<file path="src/rtl/psbi_pkg.sv">
// Shared constants, codes, entry type and state encoding for the priority stack.
package psbi_pkg;

  localparam int unsigned STACK_DEPTH  = 16;
  localparam int unsigned PAYLOAD_BITS = 32;
  localparam int unsigned PRIO_BITS    = 16;

  localparam int unsigned ADDR_W = (STACK_DEPTH > 1) ? $clog2(STACK_DEPTH) : 1;
  localparam int unsigned CNT_W  = $clog2(STACK_DEPTH + 1);

  typedef enum logic [1:0] {
    MODE_PUSH      = 2'd0,
    MODE_PRIO_PUSH = 2'd1,
    MODE_POP       = 2'd2
  } mode_e;

  typedef enum logic [1:0] {
    STATUS_DONE  = 2'd0,
    STATUS_EMPTY = 2'd1,
    STATUS_FULL  = 2'd2
  } status_e;

  typedef struct packed {
    logic [PAYLOAD_BITS-1:0]     payload;
    logic signed [PRIO_BITS-1:0] prio;
  } entry_t;

  localparam int unsigned ENTRY_W = $bits(entry_t);

  typedef enum logic [3:0] {
    ST_IDLE   = 4'b0001,
    ST_POP    = 4'b0010,
    ST_BUBBLE = 4'b0100,
    ST_LAST   = 4'b1000
  } state_e;

endpackage

</file>
<file path="src/rtl/psbi_ram.sv">
// Generic single-write, single-read RAM with registered read data.
module psbi_ram #(
  parameter int unsigned WIDTH = 8,
  parameter int unsigned DEPTH = 16
) (
  input  logic                                       clk_i,
  input  logic                                       we_i,
  input  logic [((DEPTH > 1) ? $clog2(DEPTH) : 1)-1:0] waddr_i,
  input  logic [WIDTH-1:0]                           wdata_i,
  input  logic [((DEPTH > 1) ? $clog2(DEPTH) : 1)-1:0] raddr_i,
  output logic [WIDTH-1:0]                           rdata_o
);

  logic [WIDTH-1:0] mem_q [DEPTH];
  logic [WIDTH-1:0] rdata_q;

  always_ff @(posedge clk_i) begin
    if (we_i) begin
      mem_q[waddr_i] <= wdata_i;
    end
    rdata_q <= mem_q[raddr_i];
  end

  assign rdata_o = rdata_q;

endmodule

</file>
<file path="src/rtl/psbi_swap_unit.sv">
// Compare-and-select step of the bubble pass.
module psbi_swap_unit (
  input  psbi_pkg::entry_t upper_i,
  input  psbi_pkg::entry_t lower_i,
  output psbi_pkg::entry_t keep_o,
  output psbi_pkg::entry_t place_o
);
  import psbi_pkg::*;

  logic swap;

  // upper strictly greater sinks; ties stay put
  assign swap    = $signed(upper_i.prio) > $signed(lower_i.prio);
  assign keep_o  = swap ? upper_i : lower_i;
  assign place_o = swap ? lower_i : upper_i;

endmodule

</file>
<file path="src/rtl/priority_stack_bubble_insert_core.sv">
// Priority stack: push, priority push with one bubble pass, pop.
//
// Bounded stack of payload/priority words held in one RAM. Plain push, pop on
// an empty stack, a dropped push on a full stack, a priority push onto an
// empty stack and the unused mode are handled without leaving ST_IDLE; a pop
// passes through ST_POP for the registered RAM read. A priority push onto a
// non-empty stack runs a bubble pass in ST_BUBBLE and ST_LAST: the pass
// walks the stack top to bottom one entry per cycle through the single RAM
// read port and one compare/select unit, carrying the sinking word in a
// register, then writes the carried word to the bottom. The result word of a
// push is issued at acceptance and may wait in the output register while the
// pass runs; no new word is taken until the walk has finished.
module priority_stack_bubble_insert_core (
  input  logic               clk_i,
  input  logic               rst_ni,
  input  logic               in_valid_i,
  output logic               in_stall_o,
  input  logic [1:0]         mode_i,
  input  logic [31:0]        payload_i,
  input  logic signed [15:0] priority_req_i,
  output logic               out_valid_o,
  input  logic               out_stall_i,
  output logic [31:0]        popped_payload_o,
  output logic [1:0]         status_o,
  output logic [4:0]         fill_level_o
);
  import psbi_pkg::*;

  state_e             state_q, state_d;
  logic [CNT_W-1:0]   count_q, count_d;
  logic [ADDR_W-1:0]  idx_q, idx_d;
  entry_t             carry_q, carry_d;

  logic               out_valid_q, out_valid_d;
  logic [31:0]        popped_q, popped_d;
  status_e            status_q, status_d;
  logic [CNT_W-1:0]   fill_q, fill_d;
  logic               out_load;

  logic               ram_we;
  logic [ADDR_W-1:0]  ram_waddr, ram_raddr;
  entry_t             ram_wdata, ram_rdata;
  entry_t             keep, place;

  logic               accept, full, empty;
  logic [ADDR_W-1:0]  top_addr;
  entry_t             new_entry;

  psbi_ram #(
    .WIDTH (ENTRY_W),
    .DEPTH (STACK_DEPTH)
  ) u_ram (
    .clk_i   (clk_i),
    .we_i    (ram_we),
    .waddr_i (ram_waddr),
    .wdata_i (ram_wdata),
    .raddr_i (ram_raddr),
    .rdata_o (ram_rdata)
  );

  psbi_swap_unit u_swap (
    .upper_i (carry_q),
    .lower_i (ram_rdata),
    .keep_o  (keep),
    .place_o (place)
  );

  assign in_stall_o = (state_q != ST_IDLE) || (out_valid_q && out_stall_i);
  assign accept     = in_valid_i && !in_stall_o;
  assign full       = count_q >= CNT_W'(STACK_DEPTH);
  assign empty      = count_q == '0;
  assign top_addr   = ADDR_W'(count_q);

  assign new_entry.payload = PAYLOAD_BITS'(payload_i);
  assign new_entry.prio    = (mode_i == MODE_PRIO_PUSH) ? priority_req_i : '0;

  always_comb begin
    state_d   = state_q;
    count_d   = count_q;
    idx_d     = idx_q;
    carry_d   = carry_q;
    ram_we    = 1'b0;
    ram_waddr = idx_q;
    ram_wdata = carry_q;
    ram_raddr = idx_q - ADDR_W'(1);
    out_load  = 1'b0;
    popped_d  = popped_q;
    status_d  = status_q;
    fill_d    = fill_q;

    case (state_q)
      ST_IDLE: begin
        if (accept) begin
          out_load = 1'b1;
          popped_d = '0;
          status_d = STATUS_DONE;
          case (mode_i)
            MODE_PUSH, MODE_PRIO_PUSH: begin
              if (full) begin
                status_d = STATUS_FULL;
              end else begin
                count_d = count_q + CNT_W'(1);
                if (mode_i == MODE_PUSH || empty) begin
                  ram_we    = 1'b1;
                  ram_waddr = top_addr;
                  ram_wdata = new_entry;
                end else begin
                  // new word is carried down from the top slot
                  carry_d   = new_entry;
                  idx_d     = top_addr;
                  ram_raddr = top_addr - ADDR_W'(1);
                  state_d   = ST_BUBBLE;
                end
              end
            end
            MODE_POP: begin
              if (empty) begin
                status_d = STATUS_EMPTY;
              end else begin
                out_load  = 1'b0;
                count_d   = count_q - CNT_W'(1);
                ram_raddr = top_addr - ADDR_W'(1);
                state_d   = ST_POP;
              end
            end
            default: begin
            end
          endcase
          fill_d = count_d;
        end
      end
      ST_POP: begin
        out_load = 1'b1;
        popped_d = 32'(ram_rdata.payload);
        status_d = STATUS_DONE;
        fill_d   = count_q;
        state_d  = ST_IDLE;
      end
      ST_BUBBLE: begin
        // ram_rdata holds entry idx-1; settle slot idx, keep the sinking word
        ram_we    = 1'b1;
        ram_waddr = idx_q;
        ram_wdata = place;
        carry_d   = keep;
        if (idx_q == ADDR_W'(1)) begin
          state_d = ST_LAST;
        end else begin
          ram_raddr = idx_q - ADDR_W'(2);
          idx_d     = idx_q - ADDR_W'(1);
        end
      end
      ST_LAST: begin
        ram_we    = 1'b1;
        ram_waddr = '0;
        ram_wdata = carry_q;
        state_d   = ST_IDLE;
      end
      default: begin
        state_d = ST_IDLE;
      end
    endcase
  end

  assign out_valid_d = out_load || (out_valid_q && out_stall_i);

  always_ff @(posedge clk_i or negedge rst_ni) begin
    if (!rst_ni) begin
      state_q     <= ST_IDLE;
      count_q     <= '0;
      out_valid_q <= 1'b0;
    end else begin
      state_q     <= state_d;
      count_q     <= count_d;
      out_valid_q <= out_valid_d;
    end
  end

  always_ff @(posedge clk_i) begin
    idx_q   <= idx_d;
    carry_q <= carry_d;
    if (out_load) begin
      popped_q <= popped_d;
      status_q <= status_d;
      fill_q   <= fill_d;
    end
  end

  assign out_valid_o      = out_valid_q;
  assign popped_payload_o = popped_q;
  assign status_o         = status_q;
  assign fill_level_o     = 5'(fill_q);

endmodule
</file>
<file path="config.mk">
export PLATFORM = sky130hd
export DESIGN_NAME = priority_stack_bubble_insert_core
export DESIGN_NICKNAME = d
export VERILOG_FILES = /design/src/rtl/psbi_pkg.sv /design/src/rtl/psbi_ram.sv /design/src/rtl/psbi_swap_unit.sv /design/src/rtl/priority_stack_bubble_insert_core.sv
export SDC_FILE = /design/constraint.sdc
export NUM_CORES = 1
export LEC_CHECK = 0
export BUFFER_PORTS_ARGS = -buffer_cell sky130_fd_sc_hd__buf_4
export CAP_MARGIN = 40
export CORE_ASPECT_RATIO = 0.9
export CORE_MARGIN = 10
export CORE_UTILIZATION = 50
export CTS_CLUSTER_SIZE = 10
export DETAILED_ROUTE_END_ITERATION = 8
export PLACE_DENSITY = 0.69
export SLEW_MARGIN = 20
export SYNTH_ARGS = -nofsm -noshare
export SYNTH_HDL_FRONTEND = slang
export SYNTH_SLANG_ARGS = --single-unit
export TNS_END_PERCENT = 10
</file>
<file path="constraint.sdc">
create_clock -name clk_i -period 4.4 [get_ports clk_i]
set_input_delay 0.88 -clock clk_i [delete_from_list [all_inputs] [get_ports clk_i]]
set_output_delay 0.88 -clock clk_i [all_outputs]
set_load 0.01 [all_outputs]
</file>
==> metrics.cfg, run 1 <==
[critical_path]
cp.arrival_ns=4.43
crit_path_start_kind=flip-flop
path_common_cell=mux2i_1
path_cells=inv_1 -> ha_1 -> or4b_1 -> and3_4 -> a211oi_2 -> a211o_4 -> buf_12 -> mux2i_1 -> mux2i_1 -> o22a_1 -> o221a_2
crit_path_top_delay_cell=or4b_1
timing.critical_path.slowest_cell_delay_ns=0.62
worstSetupPathType=reg2reg
reg2reg_from=count_q[0]
crit_required_ns=4.94
reg2reg_to=u_ram.rdata_o[4]
endpoint_kind=flip-flop
ff2ff_setup_slack_ns=0.51
cp_num_buf_inv=2
cp_top_family=compound AO/OA/AOI/OAI gates
crit_fanout=74
reg2regPathDepth=11

[place]
place.gp.congestion=0.831
place_area_um2=40100
place_ws_ns=0.589
io_buffers=94
hpwl_um=51200

[sta]
finalCritPeriodShare=0.883
maxSlewViolCount=0
skew_ns=0.0330
maxSlewHeadroom=0.434
fmax_mhz=257
setup-tns-final_ns=0
setup_viol=0
worst_slack_ns=0.514
rsz0062_at_grt=false
tightest_slew_ns=0.849
min_period_ns=3.89
timing_hold_violations_final=0

[detailed_routing]
totalWireLength_um=92600
ant_nets=0
drt-pass1-iter-count=5
vias_per_cell=5.97
vias=21500
drc=0
routedWlPerCell_um=25.7
drt_iter0_markers=2143

[yosys]
synth_top_flop_cell=edfxtp_1
synthesis.area_um2=37600
synth.distinct_cells=64
synth-edff-count=859
synthArstFlopShare=0.0109
ys_warn_count=0
yosysTopAreaCellShare=0.687
yosys.area.top_type=edfxtp_1
ys_top_cells_by_area=edfxtp_1 (69%), mux2i_1 (12%), nand2_1 (3.0%)
syn_avg_cell_area_um2=15.6
synth_cells=2405
ys_seq_area_frac=0.719
synth_seq_cells=917
syn_nets=2482

[die]
die_x_um=309
start_util=0.504
core_area_um2=74500
die_area_um2=86500
io_pins=95
fp.dieH_um=280
placementRows=95

[global_routing]
grt_usage=0.210
grt_pass1_vias=21600
grt_pass1_wl_um=137000
grt_overflow=0
grt_antenna_before_repair=3
grt_max_degree=75

[clock_network]
cts_root_buf=clkbuf_16
hold_buffers=0
clk_latency_ns=0.66
cts.sinks=917
cts_tree=built
cts.repair.resized=0
numCtsBuffers=103
clockBufferDepth=3
post_cts_buffers=0
clk_pin_slew_worst_paths_ns=0.06
htreeDepth=3

[hold_path]
min_path_type=in2async

[pwr]
ir_drop_v=0.000432
totalPowerFinal_w=0.0253
powerDensity_nw_per_um2=587
power.leakage_nw=15.7

[finish]
nNetsFinal=2633
syn2layout_area_growth_pct=14.8
final_layout_size_suffix_gt1_frac=0.152
ff_latch_area_um2=27000
n_fill_cell=5541
num_antenna_cells=0
multiInputGateArea_um2=9850
fin_area_um2=43100

[outcome]
status=finished clean

[flow_run]
maxCapViolCount=0

layout make-up:
type | instances | area share
clock buffers | 179 | 0.0673
clock inverters | 7 | 0.00209
inverters | 25 | 0.00218
multi-input cells | 1313 | 0.228
flip-flops and latches | 917 | 0.626
well taps | 970 | 0.0281
repair buffers | 196 | 0.0458
through the flow:
stage | util | instances | hold WS (ns)
2_1_floorplan | - | 2405 | 0.506
3_3_place_gp | 0.538 | 3415 | 0.521
3_5_place_dp | 0.538 | 3419 | 0.535
4_1_cts | 0.579 | 3605 | 0.0393
5_1_grt | 0.579 | 3607 | 0.0502
6_report | 0.579 | 3607 | 0.0631
sequential cells by signal (all words and copies together) (netlist names):
register          count
u_ram.mem_q         768
carry_q              48
u_ram.rdata_o        48
popped_payload_o     32
count_q               5
fill_level_o          5
idx_q                 4
state_q               4
status_o              2
out_valid_o           1
layer usage:
metal  vias up  part of all wire  track usage
met5         -                 0            0
met4         0             0.020       0.0552
met3       157             0.081       0.0402
met2       947              0.47        0.335
met1     10900              0.43        0.295
li1       9540                 -            -
how the worst max path moves through the flow:
stage,startpoint,to,depth (start not counted)
floorplan,count_q[0],u_ram.mem_q[10][0],12
CTS,count_q[0],u_ram.rdata_o[4],11
detailed placement,count_q[0],u_ram.rdata_o[4],11
finish,count_q[0],u_ram.rdata_o[4],11
global placement,count_q[0],u_ram.rdata_o[4],11
global route,count_q[0],u_ram.rdata_o[4],11
layout by cell type (no fill, tap or decap), types with 9 or more instances in the layout:
cell type,count
a211oi_1,51
a21oi_1,28
a221o_1,32
a31oi_1,54
and2_0,23
and2_1,58
buf_12,39
buf_4,154
clkbuf_1,73
clkbuf_16,104
dfrtp_1,9
dfxtp_1,48
edfxtp_1,859
ha_1,23
inv_1,25
mux2i_1,434
nand2_1,296
nor2_1,65
nor2_4,16
o21ai_0,43
o221a_2,50
o22a_1,48
cell usage after synthesis (6+ instances only):
master      n
nand4_1     6
dfxtp_1    48
mux2i_1   434
buf_6      19
and2_0     23
o22a_1     48
a221o_1    32
buf_2      40
o21ai_0    47
a21oi_1    28
a31oi_1    54
nor3_1      7
inv_1      25
ha_1       23
edfxtp_1  859
dfrtp_1     9
a211oi_1   53
a21o_1      7
nand2_1   298
o221a_2    50
clkbuf_1   76
nand2b_1    6
nor2_1     81
buf_1       6
and2_1     58
where the power goes:
| group | switching, W | internal, W |
|---|---|---|
| registers | 0.000365 | 0.0104 |
| clock network | 0.00326 | 0.00445 |
| logic | 0.00401 | 0.00283 |
logic make-up after synthesis:
group | count (synthesis) | share of synthesized area
DFF | 917 | 0.719
and+or+nand+nor | 510 | 0.0610
muxes | 435 | 0.116
AOI/OAI and AO/OA | 338 | 0.0700
buffers and inverters | 175 | 0.0248
adders and majority gates | 23 | 0.00766
xor gates and xnor gates | 7 | 0.00163
(Power assumes the default switching activity.)
==> run 2, diff against run 1 <==
--- a/config.mk
+++ b/config.mk
@@ -7,12 +7,14 @@
 export LEC_CHECK = 0
 export BUFFER_PORTS_ARGS = -buffer_cell sky130_fd_sc_hd__buf_4
 export CAP_MARGIN = 40
+export CELL_PAD_IN_SITES_DETAIL_PLACEMENT = 1
+export CELL_PAD_IN_SITES_GLOBAL_PLACEMENT = 1
 export CORE_ASPECT_RATIO = 0.9
 export CORE_MARGIN = 10
-export CORE_UTILIZATION = 50
+export CORE_UTILIZATION = 48
 export CTS_CLUSTER_SIZE = 10
 export DETAILED_ROUTE_END_ITERATION = 8
-export PLACE_DENSITY = 0.69
+export PLACE_DENSITY_LB_ADDON = 0.1
 export SLEW_MARGIN = 20
 export SYNTH_ARGS = -nofsm -noshare
 export SYNTH_HDL_FRONTEND = slang
==> run 2 against run 1 <==
  * Routed wire length is 8.2% higher
  * Largest cell class unchanged
  * Critical endpoint is now u_ram.rdata_o[44]
  * Highest routed layer is now met5
  * Setup slack lost 0.079 ns
  * Sequential cell count stayed put
==> metrics.cfg, run 2 (same netlist as run 1, synthesis figures left out) <==
[finish]
mostFrequentLayoutCell=edfxtp_1
final_layout_size_suffix_gt1_frac=0.151
syn2layout_area_growth_pct=15.2
nNetsFinal=2632
final_cell_count_no_fill=3675
n_fill_cell=7225
top_register=u_ram.mem_q
largest_register_ffs=768
final_cell_mix=edfxtp_1 (859), mux2i_1 (434), nand2_1 (296)
num_antenna_cells=0

[critical_path]
worstSetupPathType=reg2reg
cp.arrival_ns=4.50
reg2regPathDepth=12
crit_fanout=62
crit_required_ns=4.94
crit_path_start_kind=flip-flop
endpoint_kind=flip-flop

[detailed_routing]
totalWireLength_um=100000
drt_iter0_markers=1719
vias_per_cell=5.83
ant_nets=0
drc=0
vias=21400
routedWlPerCell_um=27.3
drt-pass1-iter-count=5

[global_routing]
grt_pass1_vias=22700
grt_overflow=0
grt_max_degree=63
grt_pass1_wl_um=149000
grt_antenna_before_repair=2
grt_usage=0.221

[sta]
holdWs_ns=0.0537
setup_viol=0
worst_slack_ns=0.435
timing_hold_violations_final=0
skew_ns=0.0266
rsz0062_at_grt=false
tightest_slew_ns=0.820
setup-tns-final_ns=0
min_period_ns=3.97
maxSlewHeadroom=0.453
finalCritPeriodShare=0.901
maxSlewViolCount=0
fmax_mhz=252

[place]
place.gp.congestion=0.802
io_buffers=94
place_ws_ns=0.551
hpwl_um=55600
dp_cells=3489

[die]
io_pins=95
core_area_um2=77700
fp.dieH_um=285
die_area_um2=89900
start_util=0.484
die_x_um=315
placementRows=97

[outcome]
status=finished clean

[clock_network]
cts.repair.resized=0
hold_buffers=0
post_cts_buffers=0
cts.sinks=917
clk_pin_slew_worst_paths_ns=0.06
clk_latency_ns=0.66
cts_root_buf=clkbuf_16
cts_tree=built
numCtsBuffers=103
htreeDepth=3
clockBufferDepth=3

[pwr]
power.leakage_nw=15.7
powerDensity_nw_per_um2=589
ir_drop_v=0.000371
totalPowerFinal_w=0.0255

[flow_run]
maxCapViolCount=0

[hold_path]
min_path_type=in2async

## run 2: through the flow
step | area, um^2 | util
floorplan | 37600 | -
global placement | 40200 | 0.518
detailed placement | 40300 | 0.518
CTS | 43300 | 0.557
global route | 43300 | 0.557
finish | 43300 | 0.557
## run 2: layout make-up
cell class	count	area, um^2	share of cell area
clock buffers	181	2940	0.0680
flip-flops and latches	917	27000	0.624
well taps	1039	1300	0.0300
clock inverters	5	51.3	0.00119
inverters	25	93.8	0.00217
multi-input cells	1313	9850	0.228
repair buffers	195	2020	0.0466
## run 2: metal layers
metal  GRT usage  up-vias  wire [um]
met1       0.296    11200      44200
met3      0.0338      171       4560
met4      0.0636        2       2690
li1            -     9560          -
met5           0        -         13
met2       0.370      515      48700
## run 2: worst max-delay path, cell delays in order (launching register included)
cell and delay (ns):
dfrtp_1 0.49, inv_1 0.22, ha_1 0.20, or4b_1 0.61, and3_4 0.25, a211oi_2 0.34, a211o_4 0.23, buf_12 0.25
buf_12 0.35, mux2i_1 0.28, mux2i_1 0.15, o22a_1 0.22, o221a_2 0.11
## run 2: final timing paths
| check | startpoint | endpoint | slack (ns) |
|---|---|---|---|
| max | count_q[0] | u_ram.rdata_o[44] | 0.43 |
| min in group clk_i | payload_i[13] | carry_q[29] | 0.50 |
| max in group asynchronous | rst_ni | state_q[0] | 4.10 |
| min | rst_ni | count_q[0] | 0.05 |
| min reg2reg | u_ram.rdata_o[30] | carry_q[30] | 0.56 |
| max reg2reg | count_q[0] | u_ram.rdata_o[44] | 0.43 |
## run 2: where the power goes
part / total (W) / internal [W] / switching [W]
clock: 0.00774 / 0.00448 / 0.00326
sequential: 0.0108 / 0.0104 / 0.000405
combinational: 0.00693 / 0.00284 / 0.00409
total: 0.0255 / 0.0177 / 0.00776
